### src/design/irp_pkg.sv
// Package for the int4 weight repacker: shared types, codes and conversion functions.
// Used by every module of the repacker; depends on nothing.
package irp_pkg;

    localparam int CFG_W   = 15;
    localparam int IDX_W   = 14;
    localparam int ADDR_W  = 29;
    localparam int VALUE_W = 32;

    localparam logic [31:0] XOR_MASK = 32'h8888_8888;

    typedef enum logic [2:0] {
        OP_GATE_WORD  = 3'd0,
        OP_UP_WORD    = 3'd1,
        OP_DOWN_WORD  = 3'd2,
        OP_GATE_SCALE = 3'd3,
        OP_UP_SCALE   = 3'd4,
        OP_DOWN_SCALE = 3'd5
    } op_t;

    typedef enum logic [1:0] {
        ARR_GU_WEIGHT = 2'd0,
        ARR_GU_SCALE  = 2'd1,
        ARR_DN_WEIGHT = 2'd2,
        ARR_DN_SCALE  = 2'd3
    } arr_t;

    typedef enum logic [1:0] {
        CFG_HIDDEN       = 2'd0,
        CFG_INTERMEDIATE = 2'd1,
        CFG_GROUP        = 2'd2
    } cfg_idx_t;

    typedef struct packed {
        logic busy;
        logic ok;
    } size_status_t;

    typedef struct packed {
        logic [1:0]         arr;
        logic               up;
        logic               rejected;
        logic [IDX_W-1:0]   row;
        logic [IDX_W-1:0]   col;
        logic [VALUE_W-1:0] value;
    } entry_t;

    function automatic logic [31:0] permute_nibbles(input logic [31:0] w);
        logic [31:0] r;
        r = {w[31:28], w[15:12], w[27:24], w[11:8], w[23:20], w[7:4], w[19:16], w[3:0]};
        return r;
    endfunction

    function automatic logic [15:0] to_half(input logic [31:0] x);
        logic [15:0] sgn;
        logic [7:0]  ex;
        logic [22:0] man;
        logic [23:0] m;
        logic [6:0]  sh;
        logic [23:0] q;
        logic [23:0] rem;
        logic [23:0] hb;
        logic [15:0] qn;
        logic [12:0] remn;
        logic [15:0] r;
        sgn  = {x[31], 15'd0};
        ex   = x[30:23];
        man  = x[22:0];
        m    = {1'b1, man};
        sh   = 7'd126 - {1'b0, 6'd0} - 7'(ex);
        q    = m >> sh;
        rem  = m & ((24'd1 << sh) - 24'd1);
        hb   = 24'd1 << (sh - 7'd1);
        qn   = {1'b0, 5'(ex - 8'd112), man[22:13]};
        remn = man[12:0];
        if (ex == 8'hff) begin
            if (man != 23'd0) begin
                r = sgn | 16'h7e00 | {6'd0, man[22:13]};
            end
            else begin
                r = sgn | 16'h7c00;
            end
        end
        else if (ex == 8'd0) begin
            r = sgn;
        end
        else if (ex >= 8'd143) begin
            r = sgn | 16'h7c00;
        end
        else if (ex <= 8'd112) begin
            if (sh > 7'd24) begin
                r = sgn;
            end
            else begin
                if (rem > hb || (rem == hb && q[0])) begin
                    q = q + 24'd1;
                end
                r = sgn | q[15:0];
            end
        end
        else begin
            if (remn > 13'h1000 || (remn == 13'h1000 && qn[0])) begin
                qn = qn + 16'd1;
            end
            r = sgn | qn;
        end
        return r;
    endfunction

endpackage

### src/design/irp_size_check.sv
// Size registers and their validity check for the int4 weight repacker.
// Remainders by the group size are found one bit per cycle; depends on irp_pkg.
module irp_size_check #(
    parameter int MAX_DIM = 16384
) (
    input  logic                     clk,
    input  logic                     rst_n,
    input  logic                     cfg_we,
    input  logic [1:0]               cfg_index,
    input  logic [irp_pkg::CFG_W-1:0] cfg_data,
    output logic [irp_pkg::CFG_W-1:0] hidden,
    output logic [irp_pkg::CFG_W-1:0] inter,
    output logic [irp_pkg::CFG_W-1:0] group,
    output irp_pkg::size_status_t    status
);
    import irp_pkg::*;

    logic [CFG_W-1:0] h_reg, i_reg, g_reg;
    logic [CFG_W:0]   rh_reg, ri_reg, rh_next, ri_next, rh_sh, ri_sh;
    logic [3:0]       cnt_reg;
    logic             busy_reg, ok_reg;
    logic             static_ok;

    localparam logic [16:0] MAX_D = 17'(MAX_DIM);

    assign static_ok = h_reg != '0 && i_reg != '0 && g_reg != '0
        && {2'd0, h_reg} <= MAX_D && {2'd0, i_reg} <= MAX_D && {2'd0, g_reg} <= MAX_D
        && !h_reg[0] && !i_reg[0];

    always_comb
    begin
        rh_sh   = {rh_reg[CFG_W-1:0], h_reg[4'(CFG_W-1) - cnt_reg]};
        ri_sh   = {ri_reg[CFG_W-1:0], i_reg[4'(CFG_W-1) - cnt_reg]};
        rh_next = (rh_sh >= {1'b0, g_reg}) ? rh_sh - {1'b0, g_reg} : rh_sh;
        ri_next = (ri_sh >= {1'b0, g_reg}) ? ri_sh - {1'b0, g_reg} : ri_sh;
    end

    always_ff @(posedge clk or negedge rst_n)
    begin
        if (!rst_n)
        begin
            h_reg    <= 15'd4096;
            i_reg    <= 15'd1024;
            g_reg    <= 15'd128;
            busy_reg <= 1'b0;
            ok_reg   <= 1'b1;
            cnt_reg  <= '0;
            rh_reg   <= '0;
            ri_reg   <= '0;
        end
        else if (cfg_we)
        begin
            case (cfg_index)
                CFG_HIDDEN:       h_reg <= cfg_data;
                CFG_INTERMEDIATE: i_reg <= cfg_data;
                CFG_GROUP:        g_reg <= cfg_data;
                default:          ;
            endcase
            busy_reg <= 1'b1;
            ok_reg   <= 1'b0;
            cnt_reg  <= '0;
            rh_reg   <= '0;
            ri_reg   <= '0;
        end
        else if (busy_reg)
        begin
            rh_reg  <= rh_next;
            ri_reg  <= ri_next;
            cnt_reg <= cnt_reg + 4'd1;
            if (cnt_reg == 4'(CFG_W-1))
            begin
                busy_reg <= 1'b0;
                ok_reg   <= static_ok && rh_next == '0 && ri_next == '0;
            end
        end
    end

    assign hidden      = h_reg;
    assign inter       = i_reg;
    assign group       = g_reg;
    assign status.busy = busy_reg;
    assign status.ok   = ok_reg;

endmodule

### src/design/irp_front.sv
// Front part of the int4 weight repacker: decodes the operation and checks ranges.
// Produces one queue entry per accepted word; depends on irp_pkg.
module irp_front (
    input  logic [2:0]                 operation,
    input  logic [irp_pkg::IDX_W-1:0]  row_index,
    input  logic [irp_pkg::IDX_W-1:0]  column_index,
    input  logic [31:0]                source_value,
    input  logic [irp_pkg::CFG_W-1:0]  hidden,
    input  logic [irp_pkg::CFG_W-1:0]  inter,
    input  logic [irp_pkg::CFG_W-1:0]  group,
    input  logic                       sizes_ok,
    output irp_pkg::entry_t            entry
);
    import irp_pkg::*;

    logic [CFG_W-1:0] rows, len;
    logic [28:0]      prod;
    logic             is_gu, is_scale, col_ok;

    always_comb
    begin
        is_gu    = 1'b0;
        is_scale = 1'b0;
        unique case (operation)
            OP_GATE_WORD, OP_UP_WORD:   is_gu = 1'b1;
            OP_GATE_SCALE, OP_UP_SCALE:
            begin
                is_gu    = 1'b1;
                is_scale = 1'b1;
            end
            OP_DOWN_SCALE:              is_scale = 1'b1;
            default:                    ;
        endcase
        rows   = is_gu ? inter : hidden;
        len    = is_gu ? hidden : inter;
        prod   = 29'(column_index) * 29'(group);
        col_ok = is_scale ? (prod < 29'(len)) : ({1'b0, column_index} < (len >> 3));

        entry.rejected = operation > OP_DOWN_SCALE || !sizes_ok
            || {1'b0, row_index} >= rows || !col_ok;
        entry.up    = operation == OP_UP_WORD || operation == OP_UP_SCALE;
        entry.arr   = {!is_gu, is_scale};
        entry.row   = row_index;
        entry.col   = column_index;
        entry.value = source_value;
    end

endmodule

### src/design/irp_fifo.sv
// Short queue between the front and back parts of the int4 weight repacker.
// Four entries of irp_pkg::entry_t; depends on irp_pkg.
module irp_fifo (
    input  logic            clk,
    input  logic            rst_n,
    input  logic            push,
    input  irp_pkg::entry_t wr_data,
    output logic            full,
    input  logic            pop,
    output logic            not_empty,
    output irp_pkg::entry_t rd_data
);
    import irp_pkg::*;

    entry_t     mem_reg [4];
    logic [1:0] wp_reg, rp_reg;
    logic [2:0] cnt_reg;

    always_ff @(posedge clk)
    begin
        if (push)
        begin
            mem_reg[wp_reg] <= wr_data;
        end
    end

    always_ff @(posedge clk or negedge rst_n)
    begin
        if (!rst_n)
        begin
            wp_reg  <= '0;
            rp_reg  <= '0;
            cnt_reg <= '0;
        end
        else
        begin
            if (push)
            begin
                wp_reg <= wp_reg + 2'd1;
            end
            if (pop)
            begin
                rp_reg <= rp_reg + 2'd1;
            end
            cnt_reg <= cnt_reg + 3'(push) - 3'(pop);
        end
    end

    assign full      = cnt_reg == 3'd4;
    assign not_empty = cnt_reg != 3'd0;
    assign rd_data   = mem_reg[rp_reg];

endmodule

### src/design/irp_back.sv
// Back part of the int4 weight repacker: address arithmetic, nibble shuffle, half conversion.
// Holds the output register; depends on irp_pkg.
module irp_back (
    input  logic                      clk,
    input  logic                      rst_n,
    input  logic                      q_valid,
    input  irp_pkg::entry_t           q_data,
    output logic                      q_pop,
    input  logic [irp_pkg::CFG_W-1:0] hidden,
    input  logic [irp_pkg::CFG_W-1:0] inter,
    output logic                      out_valid,
    input  logic                      out_ready,
    output logic [1:0]                out_array,
    output logic [irp_pkg::ADDR_W-1:0] out_address,
    output logic [31:0]               out_value,
    output logic                      out_rejected
);
    import irp_pkg::*;

    logic [15:0]       stride, base;
    logic [29:0]       prod;
    logic [ADDR_W-1:0] addr;
    logic [31:0]       res;
    logic              valid_reg;
    logic [1:0]        arr_reg;
    logic [ADDR_W-1:0] addr_reg;
    logic [31:0]       val_reg;
    logic              rej_reg;

    always_comb
    begin
        stride = q_data.arr[1] ? {1'b0, hidden} : {inter, 1'b0};
        base   = q_data.up ? {1'b0, inter} : 16'd0;
        prod   = 30'(q_data.col) * 30'(stride);
        addr   = ADDR_W'(prod + 30'(base) + 30'(q_data.row));
        res    = q_data.arr[0] ? {16'd0, to_half(q_data.value)}
                               : permute_nibbles(q_data.value ^ XOR_MASK);
    end

    assign q_pop = q_valid && (!valid_reg || out_ready);

    always_ff @(posedge clk or negedge rst_n)
    begin
        if (!rst_n)
        begin
            valid_reg <= 1'b0;
        end
        else if (q_pop)
        begin
            valid_reg <= 1'b1;
        end
        else if (out_ready)
        begin
            valid_reg <= 1'b0;
        end
    end

    always_ff @(posedge clk)
    begin
        if (q_pop)
        begin
            rej_reg  <= q_data.rejected;
            arr_reg  <= q_data.rejected ? 2'd0 : q_data.arr;
            addr_reg <= q_data.rejected ? '0 : addr;
            val_reg  <= q_data.rejected ? '0 : res;
        end
    end

    assign out_valid    = valid_reg;
    assign out_array    = arr_reg;
    assign out_address  = addr_reg;
    assign out_value    = val_reg;
    assign out_rejected = rej_reg;

endmodule

### src/design/int4_weight_repacker_unit.sv
// Top level of the int4 weight repacker: size check, front, queue and back.
// Depends on irp_pkg, irp_size_check, irp_front, irp_fifo and irp_back.
//
// Usage: each slave-side word is one source element, either a packed word of
// eight signed 4-bit weights or a float32 scale, selected by the operation in
// s_axis_tuser. Each accepted word yields exactly one master-side word holding
// the target array, the transposed address and the repacked value, with
// m_axis_tuser set when the element is rejected. Words flow at one per cycle
// while the queue has room and no size check runs; each passes the queue write
// and then the output register before m_axis_tvalid. A four-word queue
// separates the front and the back, so s_axis_tready stays high while the
// receiver stalls until the queue fills. A configuration write starts a size
// check, one remainder bit per cycle; s_axis_tready is low during it. Reset
// loads the default sizes, which are valid, so words are taken right after it.
module int4_weight_repacker_unit #(
    parameter int MAX_DIM = 16384
) (
    input  logic        clk,
    input  logic        rst_n,
    input  logic        s_axis_tvalid,
    output logic        s_axis_tready,
    input  logic [63:0] s_axis_tdata,  // row_index, column_index, source_value
    input  logic [2:0]  s_axis_tuser,  // operation
    output logic        m_axis_tvalid,
    input  logic        m_axis_tready,
    output logic [63:0] m_axis_tdata,  // target_array, target_address, result_value
    output logic        m_axis_tuser,  // rejected
    input  logic        cfg_we,
    input  logic [1:0]  cfg_index,
    input  logic [14:0] cfg_data
);
    import irp_pkg::*;

    logic [CFG_W-1:0]  hidden, inter, group;
    size_status_t      status;
    entry_t            f_entry, q_entry;
    logic              q_full, q_valid, q_pop, push;
    logic [1:0]        o_arr;
    logic [ADDR_W-1:0] o_addr;
    logic [31:0]       o_val;

    irp_size_check #(.MAX_DIM(MAX_DIM)) u_size (
        .clk(clk), .rst_n(rst_n), .cfg_we(cfg_we), .cfg_index(cfg_index),
        .cfg_data(cfg_data), .hidden(hidden), .inter(inter), .group(group),
        .status(status)
    );

    irp_front u_front (
        .operation(s_axis_tuser), .row_index(s_axis_tdata[13:0]),
        .column_index(s_axis_tdata[27:14]), .source_value(s_axis_tdata[59:28]),
        .hidden(hidden), .inter(inter), .group(group), .sizes_ok(status.ok),
        .entry(f_entry)
    );

    assign s_axis_tready = !q_full && !status.busy;
    assign push          = s_axis_tvalid && s_axis_tready;

    irp_fifo u_fifo (
        .clk(clk), .rst_n(rst_n), .push(push), .wr_data(f_entry), .full(q_full),
        .pop(q_pop), .not_empty(q_valid), .rd_data(q_entry)
    );

    irp_back u_back (
        .clk(clk), .rst_n(rst_n), .q_valid(q_valid), .q_data(q_entry), .q_pop(q_pop),
        .hidden(hidden), .inter(inter), .out_valid(m_axis_tvalid),
        .out_ready(m_axis_tready), .out_array(o_arr), .out_address(o_addr),
        .out_value(o_val), .out_rejected(m_axis_tuser)
    );

    assign m_axis_tdata = {1'b0, o_val, o_addr, o_arr};

    a_cfg_blocks: assert property (@(posedge clk) disable iff (!rst_n)
        cfg_we |=> !s_axis_tready)
        else $error("input accepted during size check");

    a_rej_zero: assert property (@(posedge clk) disable iff (!rst_n)
        m_axis_tvalid && m_axis_tuser |-> m_axis_tdata == 64'd0)
        else $error("rejected word carries data");

    a_half_upper: assert property (@(posedge clk) disable iff (!rst_n)
        m_axis_tvalid && m_axis_tdata[0] |-> m_axis_tdata[62:47] == 16'd0)
        else $error("scale result has upper bits set");

endmodule
### config.mk
export PLATFORM = sky130hd
export DESIGN_NAME = int4_weight_repacker_unit
export DESIGN_NICKNAME = d
export VERILOG_FILES = /design/src/design/irp_pkg.sv /design/src/design/irp_size_check.sv /design/src/design/irp_front.sv /design/src/design/irp_fifo.sv /design/src/design/irp_back.sv /design/src/design/int4_weight_repacker_unit.sv
export SDC_FILE = /design/constraint.sdc
export NUM_CORES = 2
export LEC_CHECK = 0
export BUFFER_PORTS_ARGS = -buffer_cell sky130_fd_sc_hd__buf_4
export CAP_MARGIN = 20
export CORE_UTILIZATION = 55
export DETAILED_ROUTE_END_ITERATION = 12
export PLACE_DENSITY = 0.72
export SLEW_MARGIN = 5
export SYNTH_ARGS = -nofsm -noshare
export SYNTH_HDL_FRONTEND = slang
export SYNTH_HIERARCHICAL = 1
export SYNTH_SLANG_ARGS = --single-unit
### constraint.sdc
create_clock -name clk -period 10.4 [get_ports clk]
set_input_delay 2.08 -clock clk [delete_from_list [all_inputs] [get_ports clk]]
set_output_delay 2.08 -clock clk [all_outputs]
set_load 0.02 [all_outputs]
==> results.toml <==
[layout]
drive_above_1_share = 0.122
fin_nets = 4489
area_growth_pct = 7.33
largest_register_ffs = 256

[drt]
firstDrtPassIters = 6
post_drt_wl_per_cell_um = 21.2
drt-initial-drc-count = 2527
avgViaCountPerCell = 6.02
ant_nets = 0
drc = 0
vias = 28500
routed_wl_um = 100000

[cts]
worstSkewPairLatency_ns = 0.59
cts_sinks = 409
cts_hold_buf = 0
clk_pin_slew_ns = 0.06
cts_root_buf = "clkbuf_16"
cts_tree = "yes"
htreeDepth = 2
clock_path_buffers = 3
cts_resized = 0
cts_setup_buffers = 0
cts_made_buffers = 47

[timing]
max_slew.worst_pin.slew_ns = 1.02
rsz0062_at_grt = "no"
finalClockSkew_ns = 0.0170
fin_crit_ns = 8.66
setup_tns_ns = 0
drv_slew = 0
final_hold_viol_count = 0
slew_headroom = 0.322
fmax_mhz = 115
setup_viol = 0
timing.final.crit_share = 0.833

[yosys]
synth_area_leader_cell = "edfxtp_1"
synthTopCellsByArea = "edfxtp_1, fa_1, ha_1"
synth_common_cells = "inv_1, nand2_1, fa_1"
synth_top_area_share = 0.246
synth_cells = 3758
ys_warn_count = 6
postSynth.asyncResetShare = 0.218
synth_nets = 4495
synth.distinct_cells = 102
synth.cell_area_um2 = 39100
postSynthAreaPerCell_um2 = 10.4
ys_seq_area_frac = 0.303
synth_edf_count = 320
synth-seq-cells = 409
post-synth-top-count-cell = "inv_1"
synthFlopType = "edfxtp_1"

[global_routing]
overflow = 0
grt_start_max_net_pins = 65
grt_pass1_wl_um = 159000
grtUsageTotal = 0.284
antenna_found_initial = 5
grt_pass1_vias = 28100

[floorplanning]
dieHeight_um = 269
die_w_um = 269
coreArea_um2 = 70100
initial_core_util = 0.558
fp.dieArea_um2 = 72200
pin_count = 156
num_rows = 97

[placement]
io_buffers = 150
dpl.hpwl_um = 72900
globalplace.congestion = 0.979

[critical_path]
end_kind = "register"
crit_type = "input port to register"
worst-path-max-fanout = 20
arrival_ns = 8.95
critPathRequiredTime_ns = 10.69
startpoint_type = "input port"
rrSetupSlack_ns = 2.04

[status]
status = "finished, final reports clean"

[worst_hold_path]
hp-class = "register to register"

[job]
maxCapViolCount = 0
cells in the final DEF, fill, tap and decap left out, types with 26 or more instances in the layout:
master / synthesis / layout
a211oi_1: 27 / 27
a21o_1: 39 / 39
a21oi_1: 112 / 112
and2_1: 216 / 211
and3_1: 36 / 36
buf_4: 66 / 183
clkbuf_16: 0 / 47
dfrtp_1: 85 / 82
edfxtp_1: 320 / 320
fa_1: 349 / 349
ha_1: 299 / 299
inv_1: 458 / 458
mux2_2: 71 / 71
mux2i_1: 64 / 64
mux4_2: 85 / 85
nand2_1: 428 / 428
nand3_1: 65 / 65
nand4_1: 31 / 31
nor2_1: 185 / 185
nor2b_1: 34 / 34
nor3_1: 51 / 50
nor4_1: 26 / 26
o21ai_0: 90 / 90
xnor2_1: 63 / 63
xor2_1: 30 / 29
per-layer routing:
layer  track usage  routed length, um  up-vias
met3        0.0464               8230      183
met4        0.0851               2840        2
met5             0                  7        -
met1         0.401              42400    14100
li1              -                  -    12900
met2         0.453              46800     1263
final timing paths:
| kind | cells past startpoint | endpoint | from |
|---|---|---|---|
| hold reg to reg | 2 | u_back/out_valid$_DFFE_PN0P_ | u_back/out_valid$_DFFE_PN0P_ |
| setup / recovery | 28 | u_fifo/mem_reg[0][60]$_DFFE_PP_ | s_axis_tdata[16] |
| max in group asynchronous | 2 | u_fifo/rp_reg[0]$_DFFE_PN0P_ | rst_n |
| setup reg to reg | 23 | u_back/out_address[27]$_SDFFCE_PP0P_ | u_fifo/rp_reg[0]$_DFFE_PN0P_ |
| min in group asynchronous | 1 | u_size/rh_reg[14]$_DFFE_PN0P_ | rst_n |
| hold / removal | 2 | u_back/out_valid$_DFFE_PN0P_ | u_back/out_valid$_DFFE_PN0P_ |
stage by stage:
step           instances  hold slack [ns]   util  worst slack, ns  instance area [um^2]
6_report            4734            0.514  0.599             1.74                 42000
5_1_grt             4733            0.549  0.599             1.33                 42000
4_1_cts             4730            0.523  0.598             1.80                 42000
3_5_place_dp        4643            0.507  0.577             1.22                 40400
3_3_place_gp        4643            0.501  0.577             1.31                 40400
2_1_floorplan       3758            0.491      -             1.95                 39100
kinds of logic after synthesis:
kind of cell | count (synthesis) | share of synthesized area
compound gates | 518 | 0.0923
simple gates | 1168 | 0.146
other cells | 1 | 0.0000958
buf+inv | 697 | 0.0762
mux | 223 | 0.0869
flops | 409 | 0.303
xor+xnor | 94 | 0.0212
fa+ha+maj | 648 | 0.274
area by class of cell:
type                            instances  area (um^2)
Fill cell                            5851        28200
Timing Repair Buffer                  183         1370
Antenna cell                            4         10.0
Clock inverter                         27          270
Clock buffer                           60         1260
Inverter                              459         1720
Sequential cell                       409        11800
Tap cell                              940         1180
Multi-Input combinational cell       2652        24300
worst max-delay path, stage by stage:
cell and delay [ns]:
buf_4 0.18, and2_1 0.20, fa_1 0.54, inv_1 0.05, fa_1 0.47, inv_1 0.05, fa_1 0.49, inv_1 0.06
fa_1 0.53, inv_1 0.05, fa_1 0.47, inv_1 0.05, fa_1 0.48, inv_1 0.04, ha_1 0.34, a21oi_2 0.22
nand2_1 0.10, o21ai_1 0.25, nand3_1 0.11, a21oi_1 0.19, xnor2_1 0.17, ha_1 0.29, a2111oi_0 0.50, o2111ai_1 0.20
nor4_1 0.26, nand4_1 0.15, a2111oi_2 0.24, a21oi_1 0.19
Power is not shown: default switching activity piles up to over one toggle a cycle in this logic, so the estimate is an artifact.
